[src/rtl/i2cm_pkg.sv]
// ----------------------------------------------------------------------------
// I2C master byte engine package
// Shared command codes, queue item type and sizing constants.
// ----------------------------------------------------------------------------
`default_nettype none

package i2cm_pkg;

  // Command codes as they arrive on the input stream.
  typedef enum logic [2:0] {
    CMD_NONE  = 3'd0,
    CMD_START = 3'd1,
    CMD_STOP  = 3'd2,
    CMD_WRITE = 3'd3,
    CMD_READ  = 3'd4
  } cmd_t;

  localparam int unsigned BITS_PER_BYTE = 8;
  localparam int unsigned TOP_BIT       = 7;
  localparam int unsigned HALF_W        = 16;
  localparam logic [HALF_W-1:0] HALF_RESET = 16'd250;

  // Queue between the front and the back: two entries, one pointer bit.
  localparam int unsigned QDEPTH = 2;
  localparam int unsigned QPTR_W = 1;
  localparam int unsigned QCNT_W = 2;

  // One classified item travelling from the front to the back.
  typedef struct packed {
    cmd_t       kind;
    logic [7:0] wbyte;
    logic       ack_after_read;
    logic       sda_sample;
  } item_t;

  // Handshake between the queue head and the engine.
  typedef struct packed {
    logic  valid;
    item_t item;
  } qhead_t;

endpackage

`default_nettype wire

[src/rtl/i2cm_front.sv]
// ----------------------------------------------------------------------------
// I2C master front end
// Accepts input items, maps unused command codes to none and queues them.
// ----------------------------------------------------------------------------
`default_nettype none

module i2cm_front (
  input  wire logic          clk,
  input  wire logic          rst_n,
  input  wire logic          in_valid,
  output logic               in_ready,
  input  wire logic [2:0]    in_cmd,
  input  wire logic [7:0]    in_wbyte,
  input  wire logic          in_ack,
  input  wire logic          in_sda,
  output i2cm_pkg::qhead_t   head,
  input  wire logic          pop
);

  localparam int unsigned QCNT_W = i2cm_pkg::QCNT_W;

  i2cm_pkg::item_t                  q_mem [i2cm_pkg::QDEPTH];
  logic [i2cm_pkg::QPTR_W-1:0]      wr_ptr_r, wr_ptr_nxt;
  logic [i2cm_pkg::QPTR_W-1:0]      rd_ptr_r, rd_ptr_nxt;
  logic [i2cm_pkg::QCNT_W-1:0]      count_r, count_nxt;
  i2cm_pkg::item_t                  item_in;
  logic                             push;

  // Codes five to seven carry no command and are treated as none.
  always_comb begin
    item_in.wbyte          = in_wbyte;
    item_in.ack_after_read = in_ack;
    item_in.sda_sample     = in_sda;
    unique case (in_cmd) inside
      i2cm_pkg::CMD_START, i2cm_pkg::CMD_STOP,
      i2cm_pkg::CMD_WRITE, i2cm_pkg::CMD_READ: item_in.kind = i2cm_pkg::cmd_t'(in_cmd);
      default:                                 item_in.kind = i2cm_pkg::CMD_NONE;
    endcase
  end

  assign in_ready = (count_r != i2cm_pkg::QCNT_W'(i2cm_pkg::QDEPTH));
  assign push     = in_valid && in_ready;

  assign head.valid = (count_r != '0);
  assign head.item  = q_mem[rd_ptr_r];

  always_comb begin
    wr_ptr_nxt = push ? wr_ptr_r + 1'b1 : wr_ptr_r;
    rd_ptr_nxt = pop ? rd_ptr_r + 1'b1 : rd_ptr_r;
    count_nxt  = count_r + QCNT_W'(push) - QCNT_W'(pop);
  end

  always_ff @(posedge clk) begin
    if (push) begin
      q_mem[wr_ptr_r] <= item_in;
    end
  end

  always_ff @(posedge clk) begin
    if (!rst_n) begin
      wr_ptr_r <= '0;
      rd_ptr_r <= '0;
      count_r  <= '0;
    end else begin
      wr_ptr_r <= wr_ptr_nxt;
      rd_ptr_r <= rd_ptr_nxt;
      count_r  <= count_nxt;
    end
  end

`ifndef ASSERT_OFF
  a_count_bound: assert property (@(posedge clk) disable iff (!rst_n)
    count_r <= QCNT_W'(i2cm_pkg::QDEPTH))
    else $error("queue count above depth");

  a_no_pop_empty: assert property (@(posedge clk) disable iff (!rst_n)
    pop |-> head.valid)
    else $error("pop from empty queue");
`endif

endmodule

`default_nettype wire

[src/rtl/i2cm_back.sv]
// ----------------------------------------------------------------------------
// I2C master back end
// Runs the line sequences one tick per item and holds the result register.
// ----------------------------------------------------------------------------
`default_nettype none

module i2cm_back (
  input  wire logic                          clk,
  input  wire logic                          rst_n,
  input  wire logic [i2cm_pkg::HALF_W-1:0]   half_period,
  input  wire i2cm_pkg::qhead_t              head,
  output logic                               pop,
  output logic                               out_valid,
  input  wire logic                          out_ready,
  output logic [15:0]                        out_data
);

  localparam int unsigned HW = i2cm_pkg::HALF_W;

  i2cm_pkg::cmd_t  active_r, active_nxt;
  logic [HW-1:0]   tick_r, tick_nxt;
  logic [1:0]      phase_r, phase_nxt;
  logic [3:0]      bit_r, bit_nxt;
  logic [7:0]      shift_r, shift_nxt;
  logic            scl_r, scl_nxt;
  logic            sda_r, sda_nxt;
  logic            ackc_r, ackc_nxt;
  logic            nack_r, nack_nxt;
  logic [7:0]      rx_r, rx_nxt;
  logic            out_valid_r;
  logic [15:0]     out_data_r;

  logic [HW-1:0]   limit;
  logic [HW-1:0]   tick_inc;
  logic            fire;
  logic            complete;
  logic            in_byte;
  logic [7:0]      shift_in;
  i2cm_pkg::item_t it;

  assign it  = head.item;
  assign pop = head.valid && (!out_valid_r || out_ready);

  // A half period of zero behaves as one tick.
  assign limit    = (half_period == '0) ? HW'(1) : half_period;
  assign tick_inc = tick_r + HW'(1);
  assign fire     = (tick_inc >= limit);
  assign in_byte  = (bit_r < 4'(i2cm_pkg::BITS_PER_BYTE));
  assign shift_in = {shift_r[6:0], it.sda_sample};

  // The last action of each sequence ends the command.
  always_comb begin
    complete = 1'b0;
    unique case (active_r)
      i2cm_pkg::CMD_START,
      i2cm_pkg::CMD_STOP:  complete = (phase_r == 2'd3);
      i2cm_pkg::CMD_WRITE,
      i2cm_pkg::CMD_READ:  complete = !in_byte && (phase_r != 2'd0);
      default:             complete = 1'b1;
    endcase
  end

  // Next state of the command sequencer.
  always_comb begin
    active_nxt = active_r;
    if (pop) begin
      if (active_r == i2cm_pkg::CMD_NONE) begin
        active_nxt = it.kind;
      end else if (fire && complete) begin
        active_nxt = i2cm_pkg::CMD_NONE;
      end
    end
  end

  // Line levels, counters and data registers.
  always_comb begin
    tick_nxt  = tick_r;
    phase_nxt = phase_r;
    bit_nxt   = bit_r;
    shift_nxt = shift_r;
    scl_nxt   = scl_r;
    sda_nxt   = sda_r;
    ackc_nxt  = ackc_r;
    nack_nxt  = nack_r;
    rx_nxt    = rx_r;
    if (pop) begin
      if (active_r == i2cm_pkg::CMD_NONE) begin
        if (it.kind != i2cm_pkg::CMD_NONE) begin
          tick_nxt  = '0;
          phase_nxt = '0;
          bit_nxt   = '0;
        end
        if (it.kind == i2cm_pkg::CMD_WRITE) begin
          shift_nxt = it.wbyte;
        end
        if (it.kind == i2cm_pkg::CMD_READ) begin
          shift_nxt = '0;
          ackc_nxt  = it.ack_after_read;
          sda_nxt   = 1'b1;
        end
      end else if (!fire) begin
        tick_nxt = tick_inc;
      end else begin
        tick_nxt = '0;
        unique case (active_r)
          i2cm_pkg::CMD_START: begin
            case (phase_r)
              2'd0:    sda_nxt = 1'b1;
              2'd1:    scl_nxt = 1'b1;
              2'd2:    sda_nxt = 1'b0;
              default: scl_nxt = 1'b0;
            endcase
            phase_nxt = phase_r + 2'd1;
          end
          i2cm_pkg::CMD_STOP: begin
            case (phase_r)
              2'd0:    sda_nxt = 1'b0;
              2'd1:    scl_nxt = 1'b0;
              2'd2:    scl_nxt = 1'b1;
              default: sda_nxt = 1'b1;
            endcase
            phase_nxt = phase_r + 2'd1;
          end
          i2cm_pkg::CMD_WRITE: begin
            if (in_byte) begin
              case (phase_r)
                2'd0: begin
                  sda_nxt   = shift_r[3'(i2cm_pkg::TOP_BIT) - bit_r[2:0]];
                  phase_nxt = 2'd1;
                end
                2'd1: begin
                  scl_nxt   = 1'b1;
                  phase_nxt = 2'd2;
                end
                default: begin
                  scl_nxt   = 1'b0;
                  phase_nxt = 2'd0;
                  bit_nxt   = bit_r + 4'd1;
                  // Release SDA for the acknowledge after the last bit.
                  if (bit_r == 4'(i2cm_pkg::TOP_BIT)) begin
                    sda_nxt = 1'b1;
                  end
                end
              endcase
            end else if (phase_r == 2'd0) begin
              scl_nxt   = 1'b1;
              phase_nxt = 2'd1;
            end else begin
              nack_nxt = it.sda_sample;
              scl_nxt  = 1'b0;
            end
          end
          i2cm_pkg::CMD_READ: begin
            if (in_byte) begin
              if (phase_r == 2'd0) begin
                scl_nxt   = 1'b1;
                phase_nxt = 2'd1;
              end else begin
                shift_nxt = shift_in;
                scl_nxt   = 1'b0;
                phase_nxt = 2'd0;
                bit_nxt   = bit_r + 4'd1;
                if (bit_r == 4'(i2cm_pkg::TOP_BIT)) begin
                  rx_nxt = shift_in;
                end
              end
            end else if (phase_r == 2'd0) begin
              sda_nxt   = !ackc_r;
              scl_nxt   = 1'b1;
              phase_nxt = 2'd1;
            end else begin
              scl_nxt = 1'b0;
            end
          end
          default: begin
          end
        endcase
        if (complete) begin
          phase_nxt = '0;
          bit_nxt   = '0;
        end
      end
    end
  end

  always_ff @(posedge clk) begin
    if (!rst_n) begin
      active_r    <= i2cm_pkg::CMD_NONE;
      tick_r      <= '0;
      phase_r     <= '0;
      bit_r       <= '0;
      shift_r     <= '0;
      scl_r       <= 1'b1;
      sda_r       <= 1'b1;
      ackc_r      <= 1'b0;
      nack_r      <= 1'b0;
      rx_r        <= '0;
      out_valid_r <= 1'b0;
    end else begin
      active_r <= active_nxt;
      tick_r   <= tick_nxt;
      phase_r  <= phase_nxt;
      bit_r    <= bit_nxt;
      shift_r  <= shift_nxt;
      scl_r    <= scl_nxt;
      sda_r    <= sda_nxt;
      ackc_r   <= ackc_nxt;
      nack_r   <= nack_nxt;
      rx_r     <= rx_nxt;
      if (pop) begin
        out_valid_r <= 1'b1;
      end else if (out_ready) begin
        out_valid_r <= 1'b0;
      end
    end
  end

  // Result fields from bit 0 up: scl, sda, busy, done, read byte, nack.
  always_ff @(posedge clk) begin
    if (pop) begin
      out_data_r <= {3'b000, nack_nxt, rx_nxt,
                     (fire && complete && active_r != i2cm_pkg::CMD_NONE),
                     (active_nxt != i2cm_pkg::CMD_NONE), sda_nxt, scl_nxt};
    end
  end

  assign out_valid = out_valid_r;
  assign out_data  = out_data_r;

`ifndef ASSERT_OFF
  a_idle_clear: assert property (@(posedge clk) disable iff (!rst_n)
    (active_r == i2cm_pkg::CMD_NONE) |-> (phase_r == '0 && bit_r == '0))
    else $error("idle engine with live sequence counters");

  a_bit_bound: assert property (@(posedge clk) disable iff (!rst_n)
    bit_r <= 4'(i2cm_pkg::BITS_PER_BYTE))
    else $error("bit index past one byte");

  a_done_not_busy: assert property (@(posedge clk) disable iff (!rst_n)
    (out_valid_r && out_data_r[3]) |-> !out_data_r[2])
    else $error("done flagged while still busy");

  a_hold_stalled: assert property (@(posedge clk) disable iff (!rst_n)
    (out_valid_r && !out_ready) |=> $stable(active_r))
    else $error("engine advanced while result stalled");
`endif

endmodule

`default_nettype wire

[src/rtl/i2c_master_byte_engine.sv]
// ----------------------------------------------------------------------------
// I2C master byte engine
// Tick-driven I2C master: start, stop, write byte and read byte sequences.
// ----------------------------------------------------------------------------
// Path: an accepted item is queued, then its result is registered on pop.
// Throughput: one item per cycle unless the result side stalls; the engine
//   takes one queued item per cycle and the output register refills in the
//   cycle it is drained.
// Reset: synchronous active-low rst_n clears the queue and the engine,
//   releases SCL and SDA and sets the half period to 250 ticks.
// ----------------------------------------------------------------------------
`default_nettype none

module i2c_master_byte_engine (
  input  wire logic        clk,
  input  wire logic        rst_n,
  // Input stream.
  input  wire logic        in_tvalid,
  output logic             in_tready,
  // tdata: [7:0] write_byte, [8] ack_after_read, [9] sda_sample, rest zero.
  input  wire logic [15:0] in_tdata,
  // tuser: [2:0] cmd.
  input  wire logic [2:0]  in_tuser,
  // Result stream.
  output logic             out_tvalid,
  input  wire logic        out_tready,
  // tdata: [0] scl_level, [1] sda_level, [2] busy_res, [3] done_res,
  //        [11:4] read_byte, [12] nack_seen, rest zero.
  output logic [15:0]      out_tdata,
  // Configuration port.
  input  wire logic        cfg_psel,
  input  wire logic        cfg_penable,
  input  wire logic        cfg_pwrite,
  input  wire logic [1:0]  cfg_paddr,
  input  wire logic [31:0] cfg_pwdata,
  output logic [31:0]      cfg_prdata,
  output logic             cfg_pready
);

  // The only register, half_period_ticks, sits at byte address zero, so
  // every access within the two-bit address space hits it.
  logic [i2cm_pkg::HALF_W-1:0] half_r;
  logic                        cfg_wr;

  i2cm_pkg::qhead_t head;
  logic             pop;

  assign cfg_pready = 1'b1;
  assign cfg_wr     = cfg_psel && cfg_penable && cfg_pwrite && cfg_pready
                      && (cfg_paddr[1:0] <= 2'd3);
  assign cfg_prdata = {16'h0000, half_r};

  always_ff @(posedge clk) begin
    if (!rst_n) begin
      half_r <= i2cm_pkg::HALF_RESET;
    end else if (cfg_wr) begin
      half_r <= cfg_pwdata[i2cm_pkg::HALF_W-1:0];
    end
  end

  // Front end: command classification and a two-entry queue, so the input
  // side keeps flowing while a result waits on the output.
  i2cm_front u_front (
    .clk      (clk),
    .rst_n    (rst_n),
    .in_valid (in_tvalid),
    .in_ready (in_tready),
    .in_cmd   (in_tuser),
    .in_wbyte (in_tdata[7:0]),
    .in_ack   (in_tdata[8]),
    .in_sda   (in_tdata[9]),
    .head     (head),
    .pop      (pop)
  );

  // Back end: one engine step per item, result held in an output register.
  i2cm_back u_back (
    .clk         (clk),
    .rst_n       (rst_n),
    .half_period (half_r),
    .head        (head),
    .pop         (pop),
    .out_valid   (out_tvalid),
    .out_ready   (out_tready),
    .out_data    (out_tdata)
  );

endmodule

`default_nettype wire

[config.mk]
export PLATFORM = sky130hd
export DESIGN_NAME = i2c_master_byte_engine
export DESIGN_NICKNAME = d
export VERILOG_FILES = /design/src/rtl/i2cm_pkg.sv /design/src/rtl/i2cm_front.sv /design/src/rtl/i2cm_back.sv /design/src/rtl/i2c_master_byte_engine.sv
export SDC_FILE = /design/constraint.sdc
export NUM_CORES = 1
export LEC_CHECK = 0
export BUFFER_PORTS_ARGS = -buffer_cell sky130_fd_sc_hd__buf_2
export CAP_MARGIN = 20
export CORE_UTILIZATION = 40
export CTS_BUF_LIST = sky130_fd_sc_hd__clkbuf_8
export DETAILED_ROUTE_END_ITERATION = 8
export GPL_TIMING_DRIVEN = 0
export SETUP_SLACK_MARGIN = 0.15
export SLEW_MARGIN = 10
export SYNTH_ARGS = -nofsm -noshare
export SYNTH_HDL_FRONTEND = slang
export SYNTH_SLANG_ARGS = --single-unit
[constraint.sdc]
create_clock -name clk -period 3.34 [get_ports clk]
set_clock_uncertainty 0.1 [all_clocks]
set_input_delay 0.334 -clock clk [delete_from_list [all_inputs] [get_ports clk]]
set_output_delay 0.334 -clock clk [all_outputs]
set_load 0.005 [all_outputs]
==> impl_metrics.csv, run 1 <==
group,metric,value,unit
clocking,clockBufferDepth,2,
timing,setup_viol,0,
cells_and_area,multi_input_area,3200,um^2
global_routing,grt_first_pass_wirelength,23.3,mm
global_routing,grt_remaining_overflow,0,
logic_synthesis,synth-compound-area-share,0.132,
setup_path,arrival,3.33,ns
timing,fin_crit,3.28,ns
power,ir_drop,0.000324,V
power,power_density,540,nW/um^2
global_routing,grt_pass1_vias,4811,
cells_and_area,syn2layout_area_growth,26.9,%
setup_path,worstPathMaxFanout,8,
detailed_routing,routed_wl,14.8,mm
floorplan,fp-row-count,43,
detailed_routing,wire_per_inst,15.9,um
global_routing,antenna_found_initial,0,
logic_synthesis,yosys_warnings,0,
run_status,status,"complete, no violations",
logic_synthesis,synthCells,605,
detailed_routing,drt-initial-drc-count,272,
logic_synthesis,synthArstFlopShare,0,
place,placed_area,6420,um^2
cells_and_area,diodes,0,
worst_hold_path,holdPathEnd,"u_front.q_mem[1][2]$_DFFE_PP_",
place,place_hpwl,10.0,mm
place,place_ws,-0.312,ns
power,p_leak,0.00308,uW
worst_hold_path,min_path_type,"input pin to register",
global_routing,grt_usage,0.202,
timing,rsz0062_at_grt,"true",
timing,max_freq,305,MHz
setup_path,r2r-end,"u_back.out_data[0]$_DFFE_PP_",
logic_synthesis,synth-edff-count,39,
detailed_routing,viasPerCell,5.25,
setup_path,endpoint_kind,"register",
cells_and_area,stdcell_area,7340,um^2
logic_synthesis,yosys.area.top_type,"dfxtp_1",
timing,setup_tns,0,ns
logic_synthesis,synth_top_family_by_area,"simple AND/OR/NAND/NOR gates",
floorplan,die_x,122,um
setup_path,regToRegSetupSlack,0.06,ns
logic_synthesis,synthMuxAreaShare,0.0952,
logic_synthesis,synth-simple-area-share,0.186,
timing,slew_violations,0,
detailed_routing,ant_nets,0,
cells_and_area,n_fill_cell,1283,
timing,slew_headroom,0.524,
run,drv_cap,0,
detailed_routing,vias,4886,
place,gp_congestion,0.866,
setup_path,critical_path_class,"register to register",
logic_synthesis,synthFlopType,"dfxtp_1",
clocking,tritoncts,"yes",
clocking,clock_latency,0.39,ns
detailed_routing,drc_errors,0,
logic_synthesis,syn_area_per_cell,9.56,um^2
clocking,cts_max_level,3,
logic_synthesis,synthAdderAreaFrac,0.0541,
logic_synthesis,synth_xor_area_frac,0.0273,
cells_and_area,regArea,2540,um^2
floorplan,die_area,14900,um^2
setup_path,cp_data_required_time,3.39,ns
floorplan,fp.dieH,122,um
place,portBuffers,65,
timing,setup_slack,0.0563,ns
floorplan,floorplan.core_area,14000,um^2
logic_synthesis,yosysSeqAreaShare,0.435,
worst_hold_path,hold_start,"in_tdata[0]",
floorplan,ios,111,
clocking,cts_root_buf,"clkbuf_8",
timing,worst_slew_pin_slew,0.713,ns
floorplan,start_util,0.413,
logic_synthesis,synth_top_area_share,0.232,
setup_path,r2r_start,"u_back.tick_r[0]$_SDFFE_PN0P_",
cells_and_area,drive_gt1_frac,0.315,
logic_synthesis,ys_seq_elements,106,
timing,post-route-period-util,0.983,
logic_synthesis,synth_cell_types,71,
global_routing,grt_max_degree,24,
worst_hold_path,whs_path_depth,1,
logic_synthesis,synth_area,5780,um^2
cells_and_area,fin_nets,830,
logic_synthesis,synth.area.top_cells,"dfxtp_1 (23%), edfxtp_1 (20%), nand2_1 (7.5%), mux2i_1 (5.9%), ha_1 (5.4%)",
detailed_routing,first_pass_iters,4,
setup_path,startpoint_type,"register",
clocking,cts_buffers,9,
setup_path,reg2reg_depth,13,
timing,hold_viol,0,
clocking,clock-sinks,106,
clocking,cts.clk_slew.worst_paths,0.11,ns
==> worst max-delay path by stage <==
| stage | depth (start not counted) | start | slack, ns | endpoint |
|---|---|---|---|---|
| final | 13 | u_back.tick_r[0]$_SDFFE_PN0P_ | 0.06 | u_back.out_data[0]$_DFFE_PP_ |
| after CTS | 12 | u_back.tick_r[1]$_SDFFE_PN0P_ | 0.14 | u_back.out_data[0]$_DFFE_PP_ |
| after detailed placement | 13 | u_back.tick_r[0]$_SDFFE_PN0P_ | -0.31 | u_back.out_data[9]$_DFFE_PP_ |
| after global routing | 13 | u_back.tick_r[0]$_SDFFE_PN0P_ | -0.06 | u_back.out_data[0]$_DFFE_PP_ |
| after floorplan | 13 | u_back.tick_r[0]$_SDFFE_PN0P_ | 0.18 | u_back.out_data[10]$_DFFE_PP_ |
| after global placement | 13 | u_back.tick_r[0]$_SDFFE_PN0P_ | -0.25 | u_back.out_data[10]$_DFFE_PP_ |
==> per-layer routing <==
layer  vias to the layer above  routed length [um]  global-route usage
met5                         -                   0                   0
met4                         0                 221              0.0762
met3                        18                 644              0.0400
met2                       118                7220               0.329
met1                      2341                6710               0.263
li1                       2409                   -                   -
==> sequential cells by signal, summed over array words and instances, names as in the netlist, named ones only <==
signal,cells
u_back.active_r,3
u_front.wr_ptr_r,1
u_back.scl_r,1
u_back.out_valid,1
u_front.q_mem,26
u_back.nack_r,1
u_back.out_data,13
u_front.rd_ptr_r,1
u_back.bit_r,4
half_r,16
u_back.shift_r,8
u_back.ackc_r,1
u_back.sda_r,1
u_back.phase_r,2
u_back.rx_r,8
u_back.tick_r,16
u_front.count_r,2
==> power breakdown <==
part,total (uW),switching (uW),internal [uW]
clock network,851,491,360
registers,1640,104,1540
logic,1480,966,509
total,3970,1560,2410
==> repair_timing <==
| item | in CTS | in global routing |
|---|---|---|
| gates resized for setup | 47 | 41 |
| hold buffers | 2 | 0 |
| pin swaps | 15 | 18 |
| endpoints found under the setup margin | 57 | 47 |
| endpoints found under the hold margin | 4 | 0 |
| buffers inserted | 40 | 4 |
==> layout by cell type, fill, tap and decap left out, types with 5 or more instances in the layout <==
cell type	count
buf_6	21
a21oi_1	22
nor4_1	7
dfxtp_4	7
nor3_1	7
nor2_1	31
nand4_1	8
xnor2_1	10
clkbuf_1	13
buf_2	74
conb_1	20
clkbuf_8	9
nor2b_1	5
o21ai_0	15
o211ai_1	10
dfxtp_1	57
nand2_1	111
mux2_2	5
mux2_4	9
buf_4	46
inv_1	25
a221o_1	5
mux2i_1	34
edfxtp_1	39
ha_1	22
==> logic make-up (layout without fill, tap and decap cells) <==
kind of cell | count (synthesis) | after routing
other cells | 2 | 20
simple gates | 221 | 221
flops | 106 | 106
compound gates | 106 | 106
mux | 50 | 50
xor+xnor | 18 | 18
buf+inv | 77 | 204
fa+ha+maj | 25 | 25
==> worst max-delay path: stages, from the launching register on <==
cell	delay, ns
dfxtp_4	0.39
ha_4	0.16
nand3_4	0.09
nor3b_4	0.29
nand2_2	0.12
xnor2_1	0.18
ha_1	0.31
nand2_1	0.08
a311oi_2	0.27
nor2_2	0.11
a21oi_4	0.23
buf_6	0.19
nand4_1	0.18
mux2_4	0.37
==> cell usage after synthesis, types with 13 or more instances <==
library cell,n
nand2_1,115
mux2i_1,34
o21ai_0,15
xnor2_1,13
ha_1,25
edfxtp_1,39
dfxtp_1,67
a21oi_1,23
nor2_1,35
buf_4,20
inv_1,25
clkbuf_1,14
==> cell type report <==
type	count	share of cell area
Clock inverter	7	0.0114
Clock buffer	9	0.0169
Timing Repair Buffer	111	0.101
Sequential cell	106	0.346
Tap cell	180	0.0307
Inverter	25	0.0128
Multi-Input combinational cell	440	0.435
Buffer	52	0.0452
==> per-stage QoR <==
step           power (uW)  cells  hold slack (ns)  utilization
2_1_floorplan        2640    623            0.332            -
3_5_place_dp         3080    868            0.349        0.459
6_report             3970    930           0.0270        0.525
5_1_grt              4200    930         0.000134        0.525
3_3_place_gp         3040    868            0.341        0.459
4_1_cts              3940    926          0.00158        0.511
Note: power is estimated with default switching activity, not from simulation.
==> run 2, diff against run 1 <==
CTS_CLUSTER_SIZE = 40   (was default)
PLACE_DENSITY = 0.73   (was default)
==> run 2 against run 1 <==
  * Flip-flop and latch count unchanged
  * Maximum frequency decreased by 0.33%
  * Via count decreased by 2.8%
  * Sequential power about the same
  * Clock-buffer cell count unchanged
  * Wire length decreased by 8.6%
  * Design area decreased by 2.6%
  * Global-route usage decreased by 1.6 points
  * Setup slack got worse by 0.011 ns
  * Non-clock buffer count decreased by 18
  * Cell count decreased by 1.8%
  * Critical path type unchanged
  * Critical endpoint is now u_back.tick_r[0]$_SDFFE_PN0P_
==> impl_metrics.csv, run 2 (same netlist as run 1, synthesis figures left out) <==
group,metric,value,unit
run_status,status,"complete, no violations",
floorplan,fp.dieH,122,um
setup_path,cp_data_required_time,3.56,ns
timing,setup_slack,0.0454,ns
cells_and_area,fin_nets,813,
global_routing,antenna_found_initial,0,
power,power_density,546,nW/um^2
detailed_routing,wl_met1,6.20,mm
timing,setup_viol,0,
setup_path,slowest_stage,"or4_1",
floorplan,die_area,14900,um^2
timing,max_freq,304,MHz
setup_path,worstPathMaxFanout,6,
place,portBuffers,65,
clocking,clockBufferDepth,2,
timing,post-route-period-util,0.986,
floorplan,fp-row-count,43,
global_routing,grt_pass1_vias,4336,
setup_path,worstPathCellList,"and3_4 > and4_4 > and3_4 > xor2_2 > ha_1 > a21oi_2 > o21ai_2 > nor3_4 > a21oi_4 > buf_6 > buf_4 > or4_1 > a21oi_1",
clocking,cts.clk_slew.worst_paths,0.11,ns
setup_path,endpoint_kind,"register",
clocking,clock-sinks,106,
cells_and_area,top_register,"u_front.q_mem",
clocking,tritoncts,"yes",
timing,fin_crit,3.29,ns
place,place_hpwl,9.30,mm
floorplan,floorplan.core_area,14000,um^2
global_routing,grt_remaining_overflow,0,
detailed_routing,drt-initial-drc-count,364,
detailed_routing,maxUsedRoutingLayer,"met4",
global_routing,grt_first_pass_wirelength,21.4,mm
setup_path,arrival,3.51,ns
timing,holdWs,0.0182,ns
timing,rsz0062_at_grt,"true",
cells_and_area,largest_reg_flops,26,
setup_path,critical_path_buf_inv_count,2,
detailed_routing,viasPerCell,5.20,
detailed_routing,met2WireLength,6.29,mm
place,gp_congestion,0.826,
setup_path,r2r_start,"u_back.tick_r[8]$_SDFFE_PN0P_",
cells_and_area,diodes,0,
power,power.total,3900,uW
floorplan,die_x,122,um
detailed_routing,wire_per_inst,14.8,um
clocking,clock_latency,0.41,ns
floorplan,ios,111,
cells_and_area,drive_gt1_frac,0.303,
timing,hold_viol,0,
detailed_routing,drc_errors,0,
setup_path,crit_top_cell,"and3_4",
floorplan,start_util,0.413,
detailed_routing,ant_nets,0,
clocking,cts_max_level,3,
detailed_routing,route.met3.wl,749,um
worst_hold_path,min_path_type,"input pin to register",
setup_path,crit_path_max_incr_delay,0.52,ns
power,ir_drop,0.000357,V
cells_and_area,syn2layout_area_growth,23.6,%
setup_path,startpoint_type,"register",
detailed_routing,vias,4749,
global_routing,grt_usage,0.185,
cells_and_area,final_common_cell,"nand2_1",
timing,slew_headroom,0.525,
clocking,cts_buffers,9,
clocking,cts_root_buf,"clkbuf_8",
worst_hold_path,hold_start,"in_tdata[1]",
timing,slew_violations,0,
power,p_leak,0.00295,uW
detailed_routing,routed_wl,13.5,mm
cells_and_area,layout_common_cells,"nand2_1 (111), buf_2 (76), dfxtp_1 (58)",
timing,worst_slew_pin_slew,0.713,ns
detailed_routing,first_pass_iters,5,
global_routing,grt_max_degree,24,
setup_path,crit_start,"u_back.tick_r[8]$_SDFFE_PN0P_",
setup_path,critical_path_class,"register to register",
cells_and_area,reg.largest.list,"u_front.q_mem x26, half_r x16, u_back.tick_r x16",
place,place_ws,-0.366,ns
setup_path,path_delay_family,"simple AND/OR/NAND/NOR gates",
run,drv_cap,0,
[run 2: path summary, 6_finish.rpt]
path / to / slack (ns) / cells past startpoint
worst min register to register: u_back.rx_r[0]$_SDFF_PN0_ / 0.36 / 2
worst max-delay path: u_back.tick_r[0]$_SDFFE_PN0P_ / 0.05 / 13
worst min-delay path: u_front.q_mem[0][3]$_DFFE_PP_ / 0.02 / 1
worst max register to register: u_back.tick_r[0]$_SDFFE_PN0P_ / 0.05 / 13
[run 2: through the flow]
step                setup TNS, ns  instances   util  cell area, um^2
floorplan                       0        623      -             5870
global placement            -3.97        868  0.459             6420
detailed placement          -4.96        868  0.459             6420
CTS                             0        907  0.501             7010
global route               -0.501        913  0.511             7150
finish                          0        913  0.511             7150
[run 2: area by class of cell]
| class | count | area (um^2) |
|---|---|---|
| multi-input cells | 441 | 3220 |
| flip-flops and latches | 106 | 2540 |
| clock inverters | 7 | 68.8 |
| inverters | 25 | 93.8 |
| plain buffers | 52 | 323 |
| well taps | 180 | 225 |
| clock buffers | 9 | 124 |
| fillers | 1319 | 6840 |
| repair buffers | 93 | 552 |
[run 2: repair_timing]
action,in CTS,in global routing
hold buffers,1,1
endpoints found under the setup margin,55,47
gates cloned,0,1
resized for setup,52,17
pin swaps,25,14
setup buffers,22,3
endpoints found under the hold margin,2,2
[run 2: where the power goes]
group,internal (uW),switching [uW]
logic,519,959
clock network,290,494
registers,1540,102
total,2350,1550
[run 2: metal layers]
layer  GRT usage  up-vias
met5           0        -
met4      0.0602        0
met3      0.0400       29
met2       0.306      172
met1       0.240     2170
li1            -     2378
==> run 3, diff against run 2 <==
CORE_ASPECT_RATIO = 0.7   (was default)
==> run 3 against run 2 <==
  * Die area hardly changed
  * Sequential share of layout area shrank 0.51 points
  * Wire length rose by 2.6%
  * Non-clock buffer count grew 4
  * Critical path type unchanged
  * Critical endpoint is now u_back.out_data[9]$_DFFE_PP_
  * Largest cell class unchanged
==> impl_metrics.csv, run 3 (same netlist as run 1, synthesis figures left out) <==
group,metric,value,unit
run_status,status,"complete, no violations",
setup_path,worstPathCellList,"and4_4 > and4_4 > nand3_4 > nor2_4 > xnor2_2 > ha_1 > nand2_1 > a311oi_2 > nor2_2 > a21oi_4 > nand4_4 > buf_12 > mux2_4",
clocking,cts_root_buf,"clkbuf_8",
setup_path,cp_data_required_time,3.39,ns
power,p_int,2460,uW
timing,holdWs,0.0134,ns
setup_path,startpoint_type,"register",
timing,setup_viol,0,
timing,hold_viol,0,
setup_path,reg2reg_depth,13,
clocking,clock_latency,0.40,ns
place,gp_congestion,0.883,
setup_path,crit_path_max_incr_delay,0.40,ns
timing,slew_violations,0,
cells_and_area,diodes,0,
floorplan,start_util,0.413,
place,portBuffers,65,
cells_and_area,largest_reg_flops,26,
global_routing,grt_first_pass_wirelength,21.9,mm
timing,max_freq,306,MHz
worst_hold_path,whs_path_depth,1,
setup_path,crit_top_cell,"and4_4",
floorplan,ios,111,
place,place_ws,-0.308,ns
timing,slew_headroom,0.491,
place,place_hpwl,9.56,mm
cells_and_area,reg.largest.list,"u_front.q_mem x26, half_r x16, u_back.tick_r x16",
setup_path,worstPathMaxFanout,5,
setup_path,critical_path_class,"register to register",
detailed_routing,drc_errors,0,
power,power_switching,1620,uW
detailed_routing,viasPerCell,5.25,
cells_and_area,fin_nets,816,
clocking,clockBufferDepth,2,
global_routing,antenna_found_initial,0,
detailed_routing,drt-initial-drc-count,407,
setup_path,arrival,3.32,ns
detailed_routing,wire_per_inst,15.0,um
timing,worst_slew_pin_slew,0.764,ns
floorplan,die_area,14900,um^2
power,power_density,562,nW/um^2
power,power.share.clock,0.222,
run,drv_cap,0,
detailed_routing,vias,4865,
timing,rsz0062_at_grt,"true",
cells_and_area,final_cells,926,
detailed_routing,first_pass_iters,5,
setup_path,endpoint_kind,"register",
clocking,cts_buffers,9,
clocking,cts_max_level,3,
power,ir_drop,0.000284,V
setup_path,regToRegSetupSlack,0.07,ns
global_routing,grt_remaining_overflow,0,
detailed_routing,routed_wl,13.9,mm
floorplan,fp.dieH,103,um
cells_and_area,drive_gt1_frac,0.302,
clocking,tritoncts,"yes",
global_routing,grt_pass1_vias,4274,
floorplan,fp-row-count,36,
timing,setup_slack,0.0699,ns
power,seqPwrFrac,0.403,
clocking,clock-sinks,106,
global_routing,grt_usage,0.187,
timing,fin_crit,3.27,ns
cells_and_area,top_register,"u_front.q_mem",
worst_hold_path,hold_start,"in_tdata[5]",
cells_and_area,syn2layout_area_growth,25.4,%
worst_hold_path,holdPathEnd,"u_front.q_mem[1][7]$_DFFE_PP_",
detailed_routing,ant_nets,0,
power,p_leak,0.00301,uW
cells_and_area,final_common_cell,"nand2_1",
setup_path,r2r_start,"u_back.tick_r[0]$_SDFFE_PN0P_",
setup_path,r2r-end,"u_back.out_data[9]$_DFFE_PP_",
setup_path,slowest_stage,"dfxtp_4",
power,power_frac_comb,0.375,
cells_and_area,layout_common_cells,"nand2_1 (113), buf_2 (77), dfxtp_1 (58)",
worst_hold_path,min_path_type,"input pin to register",
power,switching_share,0.397,
floorplan,floorplan.core_area,14000,um^2
floorplan,die_x,146,um
timing,post-route-period-util,0.979,
global_routing,grt_max_degree,24,
place,dp.cells,879,
clocking,cts.clk_slew.worst_paths,0.12,ns
-- run 3: cell count changes in the layout (fill, tap and decap cells not counted), moves of 2 or more --
cell       previous run  this run
nand2_2               4         2
buf_6                 5        13
nand2_1             111       113
mux2_2               11         9
inv_8                 2         4
o2111ai_2             3         1
mux2_4                3         5
buf_4                44        37
buf_8                 0         2
-- run 3: area by class of cell --
type                       count  area (um^2)
buffer                        52          330
tap                          190          238
fill                        1228         6760
sequential                   106         2540
timing repair buffer          97          619
inverter                      25         93.8
clock inverter                 7          100
multi-input combinational    440         3210
clock buffer                   9          124
-- run 3: routing by layer --
layer | global-route usage | up-vias | share of wire
met5 | 0 | - | 0
li1 | - | 2388 | -
met3 | 0.0354 | 19 | 0.057
met4 | 0.0599 | 0 | 0.015
met2 | 0.285 | 143 | 0.44
met1 | 0.267 | 2315 | 0.49
-- run 3: worst max-delay path by stage --
stage | from | endpoint
floorplan | u_back.tick_r[0]$_SDFFE_PN0P_ | u_back.out_data[10]$_DFFE_PP_
global placement | u_back.tick_r[0]$_SDFFE_PN0P_ | u_back.out_data[10]$_DFFE_PP_
detailed placement | u_back.tick_r[0]$_SDFFE_PN0P_ | u_back.out_data[9]$_DFFE_PP_
CTS | u_back.tick_r[0]$_SDFFE_PN0P_ | u_back.out_data[0]$_DFFE_PP_
global route | u_back.tick_r[0]$_SDFFE_PN0P_ | u_back.out_data[0]$_DFFE_PP_
finish | u_back.tick_r[0]$_SDFFE_PN0P_ | u_back.out_data[9]$_DFFE_PP_
-- run 3: through the flow --
step | area [um^2] | utilization | total power (uW) | TNS (ns)
2_1_floorplan | 5870 | - | 2640 | 0
3_3_place_gp | 6430 | 0.459 | 3050 | -4.45
3_5_place_dp | 6440 | 0.460 | 3070 | -3.31
4_1_cts | 6970 | 0.498 | 3990 | 0
5_1_grt | 7250 | 0.518 | 4310 | -0.870
6_report | 7250 | 0.518 | 4080 | 0
-- run 3: power groups by stage --
stage	combinational, uW	sequential [uW]	clock [uW]
floorplan	985	1650	0
global route	1680	1660	967
global placement	1380	1670	0
finish	1530	1640	906
CTS	1430	1640	922
detailed placement	1400	1670	0
-- run 3: repair_timing --
item                                   in CTS  in global routing
cloned                                      1                  0
resized for setup                          47                 35
pin swaps                                  15                 19
endpoints found under the hold margin       0                  6
hold buffers                                0                  3
setup buffers                              15                 12
setup endpoints to repair                  57                 48
-- run 3: worst max-delay path: cells and delay by family, from the launching register on --
kind / cells / cell delay, ns
fa+ha+maj: 1 / 0.31
mux: 1 / 0.29
simple gates: 7 / 1.11
xor+xnor: 1 / 0.08
flops: 1 / 0.40
compound gates: 2 / 0.51
buf+inv: 1 / 0.21
